`src/hdl/felr_pkg.sv`:
```
// felr_pkg: shared types and constants of the filtered event log ring.
// Word structs, opcodes, register indexes, controller states and commands.
// No dependencies.
package felr_pkg;

  // Ring storage and field widths
  localparam int DEPTH       = 16;
  localparam int IDX_W       = 4;
  localparam int CNT_W       = 5;
  localparam int TYPE_W      = 5;
  localparam int STAMP_BITS  = 32;
  localparam int NUM_TYPES   = 31;
  localparam int CFG_ADDR_W  = 2;
  localparam int CFG_DATA_W  = 32;

  // Register indexes on the configuration port
  localparam logic [CFG_ADDR_W-1:0] REG_GLOBAL_ENABLE = 2'd0;
  localparam logic [CFG_ADDR_W-1:0] REG_TYPE_MASK     = 2'd1;
  localparam logic [CFG_ADDR_W-1:0] REG_SIZE_IN_USE   = 2'd2;

  // Item opcodes
  typedef enum logic [1:0] {
    OP_CREATE   = 2'd0,
    OP_LATEST   = 2'd1,
    OP_PREVIOUS = 2'd2,
    OP_RESET    = 2'd3
  } felr_op_t;

  // Input word
  typedef struct packed {
    logic [1:0]            opcode;
    logic [TYPE_W-1:0]     event_type;
    logic [STAMP_BITS-1:0] time_stamp;
  } felr_in_t;

  // Result word
  typedef struct packed {
    logic [TYPE_W-1:0]     entry_type;
    logic [STAMP_BITS-1:0] entry_time;
    logic [CNT_W-1:0]      remaining;
    logic [CNT_W-1:0]      stored_count;
    logic                  logged;
  } felr_out_t;

  // Controller states
  typedef enum logic [1:0] {
    ST_IDLE,
    ST_EXEC,
    ST_READ,
    ST_RESP
  } felr_state_t;

  // Commands from controller to datapath
  typedef struct packed {
    logic load;   // capture the input word
    logic exec;   // apply the word to pointers and ring
    logic read;   // read the slot under the cursor
  } felr_cmd_t;

endpackage

```
`src/hdl/filtered_event_log_ring.sv`:
```
// filtered_event_log_ring: top level of the filtered event log ring.
// Joins the controller felr_ctrl and the datapath felr_dp; types from felr_pkg.
// Depends on felr_pkg, felr_ctrl, felr_dp.
//
//  channel   ports                              handshake
//  --------  ---------------------------------  ------------------------------
//  input     item                               taken when start && !busy
//  result    result                             valid for one cycle with done
//  config    cfg_wr_en, cfg_addr, cfg_wdata     written when cfg_wr_en is high
//
// Each word passes through capture, pointer update with ring write,
// registered ring read and result strobe before another word is taken.
// done is high in ST_RESP, after ST_EXEC and ST_READ; busy is high
// from the accepting edge until done falls.
// Reset restores the register defaults and empties the log; no clearing pass.
// The receiver cannot stall: each result is shown for exactly one cycle.
module filtered_event_log_ring (
  input  logic                              clk,
  input  logic                              rst,
  input  logic                              start,
  output logic                              busy,
  input  felr_pkg::felr_in_t                item,
  output logic                              done,
  output felr_pkg::felr_out_t               result,
  input  logic                              cfg_wr_en,
  input  logic [felr_pkg::CFG_ADDR_W-1:0]   cfg_addr,
  input  logic [felr_pkg::CFG_DATA_W-1:0]   cfg_wdata
);

  felr_pkg::felr_cmd_t cmd;

  // Sequencer
  felr_ctrl u_ctrl (
    .clk   (clk),
    .rst   (rst),
    .start (start),
    .busy  (busy),
    .done  (done),
    .cmd   (cmd)
  );

  // Registers, pointers and ring
  felr_dp u_dp (
    .clk       (clk),
    .rst       (rst),
    .cmd       (cmd),
    .item      (item),
    .cfg_wr_en (cfg_wr_en),
    .cfg_addr  (cfg_addr),
    .cfg_wdata (cfg_wdata),
    .result    (result)
  );

endmodule

```
`src/hdl/felr_ctrl.sv`:
```
// felr_ctrl: controller state machine of the filtered event log ring.
// Sequences load, update, ring read and result strobe for each word.
// Depends on felr_pkg.
module felr_ctrl (
  input  logic                clk,
  input  logic                rst,
  input  logic                start,
  output logic                busy,
  output logic                done,
  output felr_pkg::felr_cmd_t cmd
);

  felr_pkg::felr_state_t state, state_next;

  // State register
  always_ff @(posedge clk) begin
    if (rst) begin
      state <= felr_pkg::ST_IDLE;
    end else begin
      state <= state_next;
    end
  end

  // Next state
  always_comb begin
    state_next = state;
    unique case (state)
      felr_pkg::ST_IDLE: begin
        if (start) state_next = felr_pkg::ST_EXEC;
      end
      felr_pkg::ST_EXEC: state_next = felr_pkg::ST_READ;
      felr_pkg::ST_READ: state_next = felr_pkg::ST_RESP;
      felr_pkg::ST_RESP: state_next = felr_pkg::ST_IDLE;
      default:           state_next = felr_pkg::ST_IDLE;
    endcase
  end

  // Outputs
  always_comb begin
    cmd  = '0;
    busy = 1'b1;
    done = 1'b0;
    unique case (state)
      felr_pkg::ST_IDLE: begin
        busy     = 1'b0;
        cmd.load = start;
      end
      felr_pkg::ST_EXEC: cmd.exec = 1'b1;
      felr_pkg::ST_READ: cmd.read = 1'b1;
      felr_pkg::ST_RESP: done = 1'b1;
      default:           busy = 1'b1;
    endcase
  end

  // An accepted word leaves the block busy next cycle
  a_start_busy: assert property (@(posedge clk) disable iff (rst)
    (start && !busy) |=> busy)
    else $error("accepted word did not raise busy");

  // Result strobe lasts one cycle
  a_done_pulse: assert property (@(posedge clk) disable iff (rst)
    done |=> !done)
    else $error("result strobe held for more than one cycle");

  // Strobe comes after the ST_EXEC and ST_READ states that follow acceptance
  a_done_latency: assert property (@(posedge clk) disable iff (rst)
    (start && !busy) |=> ##2 done)
    else $error("result strobe out of sequence");

endmodule

```
`src/hdl/felr_dp.sv`:
```
// felr_dp: datapath of the filtered event log ring.
// Config registers, ring pointers and counters, and the type/time ring memory.
// Depends on felr_pkg.
module felr_dp (
  input  logic                                 clk,
  input  logic                                 rst,
  input  felr_pkg::felr_cmd_t                  cmd,
  input  felr_pkg::felr_in_t                   item,
  input  logic                                 cfg_wr_en,
  input  logic [felr_pkg::CFG_ADDR_W-1:0]      cfg_addr,
  input  logic [felr_pkg::CFG_DATA_W-1:0]      cfg_wdata,
  output felr_pkg::felr_out_t                  result
);

  localparam int IW = felr_pkg::IDX_W;
  localparam int CW = felr_pkg::CNT_W;

  // Configuration
  logic                  global_enable;
  logic [31:0]           type_mask;
  logic [CW-1:0]         ring_size;     // already clamped to 1..DEPTH

  // Ring pointers and counters
  logic [IW-1:0]         write_index, write_index_next;
  logic [CW-1:0]         fill_count,  fill_count_next;
  logic [IW-1:0]         read_cursor, read_cursor_next;
  logic [CW-1:0]         iter_left,   iter_left_next;
  logic                  logged,      logged_next;

  // Captured word and ring read data
  felr_pkg::felr_in_t            item_q;
  logic [felr_pkg::TYPE_W-1:0]   rd_type;
  logic [felr_pkg::STAMP_BITS-1:0] rd_time;

  // Ring memory
  logic [felr_pkg::TYPE_W-1:0]     type_store [felr_pkg::DEPTH];
  logic [felr_pkg::STAMP_BITS-1:0] time_store [felr_pkg::DEPTH];

  logic          type_ok;
  logic          do_log;
  logic [IW-1:0] last_slot;
  logic [CW-1:0] size_wr;
  logic [4:0]    size_raw;

  // Clamp a written ring size into 1..DEPTH
  assign size_raw = cfg_wdata[4:0];
  always_comb begin
    priority if (size_raw == 5'd0) begin
      size_wr = CW'(1);
    end else if ({1'b0, size_raw} > 6'(felr_pkg::DEPTH)) begin
      size_wr = CW'(felr_pkg::DEPTH);
    end else begin
      size_wr = size_raw;
    end
  end

  // Type filter and ring size minus one
  assign type_ok = (item_q.event_type != '0) &&
                   ({1'b0, item_q.event_type} <= 6'(felr_pkg::NUM_TYPES)) &&
                   type_mask[item_q.event_type];
  assign do_log    = global_enable && type_ok;
  assign last_slot = IW'(ring_size - CW'(1));

  // Pointer update for one word
  always_comb begin
    write_index_next = write_index;
    fill_count_next  = fill_count;
    read_cursor_next = read_cursor;
    iter_left_next   = iter_left;
    logged_next      = 1'b0;
    unique case (felr_pkg::felr_op_t'(item_q.opcode))
      felr_pkg::OP_CREATE: begin
        if (do_log) begin
          logged_next = 1'b1;
          if ((CW'(write_index) + CW'(1)) >= ring_size) begin
            write_index_next = '0;
          end else begin
            write_index_next = write_index + IW'(1);
          end
          if (fill_count < ring_size) fill_count_next = fill_count + CW'(1);
        end
      end
      felr_pkg::OP_LATEST: begin
        if (fill_count != '0) begin
          read_cursor_next = (write_index == '0) ? last_slot : write_index - IW'(1);
        end else begin
          read_cursor_next = '0;
        end
        iter_left_next = fill_count;
      end
      felr_pkg::OP_PREVIOUS: begin
        if (iter_left != '0) begin
          iter_left_next   = iter_left - CW'(1);
          read_cursor_next = (read_cursor == '0) ? last_slot : read_cursor - IW'(1);
        end
      end
      felr_pkg::OP_RESET: begin
        read_cursor_next = '0;
        iter_left_next   = '0;
      end
      default: logged_next = 1'b0;
    endcase
  end

  // Control registers: config writes must only arrive while idle; the block does not enforce it
  always_ff @(posedge clk) begin
    if (rst) begin
      global_enable <= 1'b1;
      type_mask     <= '1;
      ring_size     <= CW'(felr_pkg::DEPTH);
      write_index   <= '0;
      fill_count    <= '0;
      read_cursor   <= '0;
      iter_left     <= '0;
      logged        <= 1'b0;
    end else begin
      if (cmd.exec) begin
        write_index <= write_index_next;
        fill_count  <= fill_count_next;
        read_cursor <= read_cursor_next;
        iter_left   <= iter_left_next;
        logged      <= logged_next;
      end
      if (cfg_wr_en) begin
        unique case (cfg_addr)
          felr_pkg::REG_GLOBAL_ENABLE: global_enable <= cfg_wdata[0];
          felr_pkg::REG_TYPE_MASK:     type_mask     <= cfg_wdata[31:0];
          felr_pkg::REG_SIZE_IN_USE: begin
            // new size empties the log
            ring_size   <= size_wr;
            write_index <= '0;
            fill_count  <= '0;
            read_cursor <= '0;
            iter_left   <= '0;
          end
          default: global_enable <= global_enable;
        endcase
      end
    end
  end

  // Word capture
  always_ff @(posedge clk) begin
    if (cmd.load) item_q <= item;
  end

  // Ring write on a logged create
  always_ff @(posedge clk) begin
    if (cmd.exec && do_log &&
        (felr_pkg::felr_op_t'(item_q.opcode) == felr_pkg::OP_CREATE)) begin
      type_store[write_index] <= item_q.event_type;
      time_store[write_index] <= item_q.time_stamp;
    end
  end

  // Ring read at the updated cursor
  always_ff @(posedge clk) begin
    if (cmd.read) begin
      rd_type <= type_store[read_cursor];
      rd_time <= time_store[read_cursor];
    end
  end

  // Result word
  assign result.entry_type   = rd_type;
  assign result.entry_time   = rd_time;
  assign result.remaining    = iter_left;
  assign result.stored_count = fill_count;
  assign result.logged       = logged;

  // Pointers stay inside the ring in use
  a_index_range: assert property (@(posedge clk) disable iff (rst)
    (CW'(write_index) < ring_size) && (CW'(read_cursor) < ring_size))
    else $error("ring index outside ring size");

  // Counts never exceed the ring size and iteration never outruns the fill
  a_count_range: assert property (@(posedge clk) disable iff (rst)
    (fill_count <= ring_size) && (iter_left <= fill_count))
    else $error("count outside its bounds");

  // Size write empties the log
  a_size_clear: assert property (@(posedge clk) disable iff (rst)
    (cfg_wr_en && (cfg_addr == felr_pkg::REG_SIZE_IN_USE)) |=>
      (fill_count == '0) && (iter_left == '0) && (write_index == '0))
    else $error("size write did not empty the log");

endmodule

```
`config.mk`:
```
export PLATFORM = sky130hd
export DESIGN_NAME = filtered_event_log_ring
export DESIGN_NICKNAME = d
export VERILOG_FILES = /design/src/hdl/felr_pkg.sv /design/src/hdl/filtered_event_log_ring.sv /design/src/hdl/felr_ctrl.sv /design/src/hdl/felr_dp.sv
export SDC_FILE = /design/constraint.sdc
export NUM_CORES = 1
export LEC_CHECK = 0
export BUFFER_PORTS_ARGS = -buffer_cell sky130_fd_sc_hd__buf_2
export CAP_MARGIN = 20
export CORE_MARGIN = 10
export CORE_UTILIZATION = 50
export DETAILED_ROUTE_END_ITERATION = 12
export PLACE_DENSITY = 0.77
export REMOVE_ABC_BUFFERS = 1
export SKIP_CTS_REPAIR_TIMING = 1
export SLEW_MARGIN = 30
export SYNTH_ARGS = -nofsm -noshare
export SYNTH_HDL_FRONTEND = slang
export SYNTH_HIERARCHICAL = 1
export SYNTH_SLANG_ARGS = --single-unit
```
`constraint.sdc`:
```
create_clock -name clk -period 8.5 [get_ports clk]
set_clock_uncertainty 0.1 [all_clocks]
set_input_delay 1.7 -clock clk [delete_from_list [all_inputs] [get_ports clk]]
set_output_delay 1.7 -clock clk [all_outputs]
set_load 0.1 [all_outputs]
```
==> results of run 1 <==
## cells in the mapped netlist (3+ instances only)
cell and n:
sky130_fd_sc_hd__a21oi_1 12, sky130_fd_sc_hd__and4b_1 6, sky130_fd_sc_hd__nand3_1 8, sky130_fd_sc_hd__clkbuf_1 51
sky130_fd_sc_hd__mux4_2 187, sky130_fd_sc_hd__and3_1 3, sky130_fd_sc_hd__ha_1 24, sky130_fd_sc_hd__nor2b_1 10
sky130_fd_sc_hd__o211ai_1 3, sky130_fd_sc_hd__nor3_1 5, sky130_fd_sc_hd__or4_1 4, sky130_fd_sc_hd__or3_1 3
sky130_fd_sc_hd__buf_2 10, sky130_fd_sc_hd__nand2b_1 14, sky130_fd_sc_hd__a211oi_1 4, sky130_fd_sc_hd__inv_1 23
sky130_fd_sc_hd__edfxtp_1 668, sky130_fd_sc_hd__buf_1 5, sky130_fd_sc_hd__dfxtp_1 58, sky130_fd_sc_hd__nor2_1 23
sky130_fd_sc_hd__mux2i_1 15, sky130_fd_sc_hd__o21ai_0 18, sky130_fd_sc_hd__nand2_1 80, sky130_fd_sc_hd__a22oi_1 7
sky130_fd_sc_hd__and2_1 3, sky130_fd_sc_hd__a32o_1 3, sky130_fd_sc_hd__o31ai_1 4, sky130_fd_sc_hd__nand3b_1 33
sky130_fd_sc_hd__a211o_1 3
## metrics by stage
step	std cells	utilization (%)	area (sq um)
2_1_floorplan	1253	-	27600
3_3_place_gp	2141	53.2	29300
3_5_place_dp	2142	53.2	29400
4_1_cts	2262	57.2	31600
5_1_grt	2265	57.3	31600
6_report	2265	57.3	31600
## registers in the layout, indices dropped and copies added, names as in the netlist
name	count
u_dp/type_mask	31
u_dp/logged	1
u_dp/global_enable	1
u_dp/time_store	512
u_dp/rd_type	5
u_dp/type_store	80
u_dp/iter_left	5
u_dp/ring_size	5
u_dp/item_q	39
u_dp/rd_time	32
u_dp/write_index	4
u_dp/fill_count	5
u_dp/read_cursor	4
u_ctrl/state	2
## report_power, final
part           switching, mW  total, mW  internal [mW]
sequential             0.208       4.39           4.18
combinational          0.537      0.726          0.189
clock                   1.26       2.97           1.71
## metal layers
metal | vias up | part of all wire (%) | global-route usage [%]
met2 | 560 | 50 | 29.5
met1 | 6973 | 40 | 23.4
met5 | - | 0 | 0
met4 | 0 | 2.2 | 4.76
li1 | 5723 | - | -
met3 | 93 | 7.2 | 3.90
## logic make-up after synthesis
family,after synthesis
compound gates,69
xor+xnor,3
fa+ha+maj,24
buf+inv,93
flops,726
mux,204
simple gates,204
## cell usage in the layout, fill, tap and decap left out, types with 14 or more instances in the layout
cell type / n
sky130_fd_sc_hd__edfxtp_1: 668
sky130_fd_sc_hd__mux4_2: 187
sky130_fd_sc_hd__buf_2: 126
sky130_fd_sc_hd__nand2_1: 80
sky130_fd_sc_hd__clkbuf_16: 74
sky130_fd_sc_hd__dfxtp_1: 54
sky130_fd_sc_hd__nand3b_1: 33
sky130_fd_sc_hd__inv_1: 23
sky130_fd_sc_hd__ha_1: 23
sky130_fd_sc_hd__nor2_1: 22
sky130_fd_sc_hd__o21ai_0: 18
sky130_fd_sc_hd__clkbuf_1: 15
sky130_fd_sc_hd__mux2i_1: 15
sky130_fd_sc_hd__nand2b_1: 14
## worst register-to-register path, stage by stage, from the launching register on
cell	delay (ps)
sky130_fd_sc_hd__edfxtp_1	920
sky130_fd_sc_hd__mux2i_1	230
sky130_fd_sc_hd__a2111oi_2	390
sky130_fd_sc_hd__o21ai_1	110
sky130_fd_sc_hd__and4_4	250
sky130_fd_sc_hd__nor2_1	620
sky130_fd_sc_hd__and4b_4	900
## area by class of cell
type	count	area share [%]
clock buffers	89	6.03
clock inverters	31	0.835
inverters	23	0.273
multi-input cells	504	20.2
flip-flops and latches	726	67.1
well taps	748	2.96
repair buffers	144	2.58
## final timing paths
check / to / start / depth (start not counted)
setup / recovery: u_dp/time_store[10][14] / u_dp/item_q[33] / 6
setup reg to reg: u_dp/time_store[10][14] / u_dp/item_q[33] / 6
hold reg to reg: u_dp/type_mask[21] / u_dp/type_mask[21] / 2
hold / removal: u_dp/type_mask[21] / u_dp/type_mask[21] / 2
==> impl.org, run 1 <==
** Job
- Max cap viols :: 0

** Floorplan
- 127 I/O pins were placed.
- Total Die Area :: 0.0657 sq mm
- Count of standard-cell rows :: 86
- The die is approximately 260 um tall.
- From left edge to right edge, the die measures 256 um.
- Core region area :: 0.0552 sq mm
- Starting density of the core :: about half

** Setup path
- List of cells traversed by the critical path :: mux2i_1, a2111oi_2, o21ai_1, and4_4, nor2_1, and4b_4
- Along the worst path, the maximum fanout reaches 37.
- Required time at the endpoint of the critical path :: between 8000 and 9000 ps
- Worst endpoint data arrival time :: 4020 ps
- STA classifies the critical path endpoint as a flop.
- Nature of the critical path startpoint :: flop
- Cell class contributing the biggest share of worst-path delay :: simple AND/OR/NAND/NOR gates
- Across all register-to-register paths, the minimum setup slack is around 4600 ps.
- For this run, the slowest stage of the critical path takes just over 900 ps.
- The critical path contains buffers and inverters numbering 0 combined.
- The worst setup path is of the reg2reg kind.
- The largest individual stage delay along the critical path comes from the cell sky130_fd_sc_hd__edfxtp_1.

** Placed design
- In this run the tool buffered the top-level ports with 126 buffer cells.
- Before CTS, the worst setup slack after placement is 4640 ps.
- After legalization and detailed placement, the total HPWL measured around 31000 um.
- Placer congestion estimate :: around 0.77

** Synthesis
- In this run, synthesis produced a sequential element count of 726.
- Sorting the synthesized cells by area gives the leading types as sky130_fd_sc_hd__edfxtp_1, sky130_fd_sc_hd__mux4_2, sky130_fd_sc_hd__dfxtp_1, sky130_fd_sc_hd__ha_1, sky130_fd_sc_hd__nand2_1.
- The biggest area contributor in the post-synthesis netlist is sky130_fd_sc_hd__edfxtp_1.
- Number of cells produced by synthesis :: 1323
- The synthesized design contains 668 enable-type register cells.
- Share of flip-flops with an asynchronous set or reset after synthesis :: 0%
- The share of synthesized area in the top cell type comes to 71.9%.
- Multiplexer fraction of the synthesized cell area :: 15.8%
- Area fraction in compound gates after synthesis :: approximately 1.7%
- Counting distinct cell types in the post-synthesis netlist gives 56.
- Of the total synthesized cell area, the portion taken by XOR and XNOR cells is 0.0941%.
- For this run, the number of Yosys warnings is 6.
- Commonest register cell after synthesis :: sky130_fd_sc_hd__edfxtp_1
- Adder and majority cell fraction of the synthesized area :: 1.08%
- Mean Syn Cell Area :: around 21 sq um
- Post-synthesis cell area :: 0.0279 sq mm
- Of the synthesized area, sequential elements account for 76.0%.
- Synthesized-area fraction occupied by and/or/nand/nor cells :: 3.94%
- After synthesis, the largest family of logic cells by area is multiplexers.

** Detailed routing
- In the final routed layout, each cell accounts on average for between 20 and 30 um.
- Across all layers, the routed design uses 13300 vias.
- Dividing the detail-routed via count by the number of cells gives 5.89.
- Post-route ant nets :: 0
- Before antenna repair, the detailed router went through 6 iterations.
- Initial detailed-routing violation count :: 1392
- Final routed wirelength across all metal layers :: approximately 58000 um
- In the routed design, unresolved DRC markers number 0.

** Finish
- Compared with the post-synthesis result, the final layout area differs by 13.3%.
- Area taken by flip-flops and latches :: 0.0212 sq mm
- Counting the fill cells in the layout gives 3966.
- The number of antenna diodes in the final layout is 0.
- Area of the multi-input gates :: 0.00638 sq mm
- At the end of the flow, the number of nets in the layout was 1571.
- Fraction of layout instances using a drive strength above 1 :: just under 30%

** Pwr
- The worst-case IR drop observed on VDD is ~0.25 mV.
- For this design the static power due to leakage is 10.1 nW.
- The completed layout was analyzed and its total power is 8.08 mW.
- P per Cell Area :: approximately 260 mW/mm^2

** STA
- Setup violations remaining at the end of the flow were counted as 0.
- Final Slew Violations :: 0
- The count of final hold-check violations is 0.
- The final critical path takes up 45.9% of the cycle.
- Final hold analysis gives a worst-case slack of 369 ps.
- Setup slack closes at between 4000 and 5000 ps.
- Fmax :: 256 MHz
- Minimum clock period after layout :: between 3000 and 4000 ps
- Setup repair after global routing left no endpoint under its margin.
- The worst pin sits at a relative slew slack of a little over two fifths.
- For the pin with the worst max-slew slack, the measured transition is 876 ps.
- Setup total negative slack on the finished layout was measured at 0 ps.

** Hold path
- In this run the worst hold path is classified as reg2reg.

** Global routing
- GR Overflow Total :: 0
- The number of antenna violations at the first check in global routing was 0.
- The via count of the first global-routing pass came to ~14000.
- The first global-routing pass estimated 89100 um of wire.
- Entering global routing, the biggest net connects 76 pins.
- Global routing used between 10% and 20% of the available tracks across all layers.

** Clock tree
- Cell at the root of the clock tree :: sky130_fd_sc_hd__clkbuf_16
- Number of sinks driven by the clock tree :: around 730
- CTS Buffer Depth :: 3
- Number of buffers inserted during clock tree synthesis :: 71
- The clock tree synthesis step divided the H-tree into 3 levels.
- Clock insertion delay at the later pin of the skew report :: 600 ps
- Clock transition at the registers of the reported paths :: 60 ps
- TritonCTS clock tree :: done

** Status
- Run status :: complete, no violations
Power figures use the tool's default switching activity.
==> inputs of run 2 (changes only) <==
- PLACE_DENSITY: 0.77 -> 0.8
- clock period: 8.5 -> 3.15 ns (I/O delays scaled with it)
==> run 2 against run 1 <==
  * Critical path depth up 2
  * Sequential share of layout area down 1.6 points
  * Design area up 2.4%
  * Critical endpoint is now u_dp/time_store[3][4]
  * Worst hold slack worse by 280 ps
  * Register-to-register slack worse by 4400 ps
  * First-iteration DRC count up 25%
  * Final cell count up 3.0%
  * Largest power group unchanged
==> impl.org, run 2 (same netlist as run 1, synthesis figures left out) <==
** STA
- Setup repair after global routing missed its margin :: false
- The routed design could run at a clock period as short as 2990 ps.
- Actual slew at the worst max-slew pin :: 936 ps
- Count of final hold-check violations :: 0
- Derived from the worst setup path, the maximum achievable clock frequency is ~330 MHz.
- Setup violations remaining at the end of the flow were counted as 0.
- After layout, the worst path uses a little over nine tenths of the clock period.
- Measured against its own limit, the worst slew margin works out to between 30% and 40%.
- The max-slew violation count is 0.

** Pwr
- Peak supply drop :: between 0.5 and 0.6 mV
- P per Cell Area :: 685 mW/mm^2
- Leakage Power :: 10.5 nW
- The design draws 22.2 mW.

** Global routing
- Via count of the first global-routing pass :: 14900
- The number of antenna violations at the first check in global routing came to 2.
- Global routing used roughly a fifth of the available tracks.
- Entering global routing, the biggest net connects 74 pins.
- First-pass GRT wire length :: ~100000 um
- The total overflow left after global routing is 0.

** Detailed routing
- The routed layout has 14200 vias.
- Drt drc :: 0
- In the routed layout, each cell is associated on average with a via count of 6.07.
- The first detailed-routing pass took 5 iterations.
- Post-detailed-route wirelength per cell :: 27.9 um
- Post-route ant nets :: 0
- The first routing iteration left between 1500 and 2000 violations.
- Final routed wirelength across all metal layers :: 65100 um

** Clock tree
- In this run the deepest clock path goes through 3 buffers.
- The number of clock buffers added by TritonCTS is 72.
- Clock insertion delay at the later pin of the skew report :: slightly above 600 ps
- Htree depth :: 3
- Clock transition at the registers of the reported paths :: around 60 ps
- Cell at the root of the clock tree :: sky130_fd_sc_hd__clkbuf_16
- Number of sinks driven by the clock tree :: slightly above 700
- TritonCTS built the clock tree.

** Finish
- Compared with the post-synthesis result, the final layout area differs by 16.1%.
- The library cell used most frequently in the layout, excluding fill and tap cells, is sky130_fd_sc_hd__edfxtp_1.
- Cells fill 58.7% of the core in the end.
- In the layout the commonest cells are sky130_fd_sc_hd__edfxtp_1, sky130_fd_sc_hd__mux4_2, sky130_fd_sc_hd__buf_2.
- After the flow finishes, the layout carries non-filler instances totaling 2334.
- Flip-flop count of the largest register, all copies and words added :: 512
- Biggest regs :: u_dp/time_store (512), u_dp/type_store (80), u_dp/item_q (39)
- Fraction of layout instances using a drive strength above 1 :: between 30% and 40%
- Nets@finish :: 1627
- Register with the most flip-flops :: u_dp/time_store

** Setup path
- Worst setup EP type :: flop
- For the worst setup path, the data arrival time is 3160 ps.
- The worst setup path is launched from a flop.
- The critical path is of the reg2reg type.
- Required time at the endpoint of the critical path :: 3320 ps
- Max FO, Critical Path :: 16
- In this design, the critical path's most frequently occurring cell is sky130_fd_sc_hd__buf_4.
- The slowest stage of the critical path is the sky130_fd_sc_hd__edfxtp_1 cell.
- The signal on the critical path passes through buf_4, mux2i_1, a21oi_1, o211ai_1, and4_4, or2_2, nor4b_2, buf_4.
- The largest single stage delay on the critical path is 510 ps.

** Status
- Run status :: complete, no violations

** Floorplan
- The die covers 0.0657 sq mm.
- Count of standard-cell rows :: 86
- Pin placement for this block handled 127 I/O pins.
- Horizontal extent of the die :: 256 um
- Measured along the y axis, the die boundary spans 256 um.
- After floorplanning, the core was sized to cover roughly 0.055 sq mm.
- Starting density of the core :: 50.6%

** Placed design
- The count of buffers added on input and output ports is ~130.
- In this run, placement finished with an instance count of 2200.
- The HPWL after detailed placement is 37700 um.
- The congestion estimate from routability-driven global placement came to 0.844.

** Hold path
- Worst min-delay path class :: in2reg

** Job
- The tool flagged a number of max-cap violations equal to 0.
[run 2: cell count changes in the layout (fill, tap and decap cells not counted), moves of 4 or more]
| cell | previous run | this run |
|---|---|---|
| sky130_fd_sc_hd__clkinv_2 | 12 | 19 |
| sky130_fd_sc_hd__and4b_2 | 0 | 6 |
| sky130_fd_sc_hd__buf_4 | 11 | 46 |
| sky130_fd_sc_hd__clkinv_1 | 10 | 14 |
| sky130_fd_sc_hd__buf_12 | 1 | 27 |
| sky130_fd_sc_hd__clkinvlp_4 | 1 | 5 |
| sky130_fd_sc_hd__and4b_4 | 6 | 0 |
| sky130_fd_sc_hd__buf_6 | 5 | 0 |
| sky130_fd_sc_hd__clkbuf_1 | 15 | 7 |
[run 2: worst max-delay path, delay by kind of cell, from the launching register on]
kind,cells,cell delay (ps)
flip-flops,1,510
buffers and inverters,2,590
multiplexers,1,130
AO/OA/AOI/OAI,2,270
AND/OR/NAND/NOR,3,1040
[run 2: routing by layer]
layer	vias to the layer above	share of wire, %	track usage (%)
met2	813	49	31.8
met3	113	9.3	5.13
met4	0	2.5	6.74
met1	7377	39	26.5
met5	-	0	0
li1	5853	-	-
[run 2: final cells by class]
class	instances	area [sq um]
flip-flops and latches	726	21200
well taps	748	936
fillers	3788	22800
inverters	23	86.3
diodes	2	5.00
clock inverters	50	369
multi-input cells	504	6360
clock buffers	82	1890
repair buffers	199	1520
[run 2: path summary, 6_finish.rpt]
check | start | endpoint | slack, ps | depth (start not counted)
worst max register to register | u_dp/item_q[32] | u_dp/time_store[3][4] | 160 | 8
worst min register to register | u_dp/type_mask[6] | u_dp/type_mask[6] | 380 | 2
worst max-delay path | u_dp/item_q[32] | u_dp/time_store[3][4] | 160 | 8
worst min-delay path | item[12] | u_dp/item_q[12] | 90 | 1
[run 2: metrics by stage]
stage	setup slack (ps)	TNS [ps]	instance area, sq um	hold WS [ps]
2_1_floorplan	-4560	-645230	27600	328
6_report	163	0	32400	87.6
5_1_grt	64.2	0	32400	81.1
3_5_place_dp	35.9	0	30100	356
3_3_place_gp	81.9	0	30100	353
4_1_cts	-56.0	-5910	32400	60.7
[run 2: report_power, final]
group | internal (mW) | total (mW) | switching (mW)
combinational | 0.563 | 2.14 | 1.57
clock | 4.54 | 8.24 | 3.70
sequential | 11.3 | 11.8 | 0.554
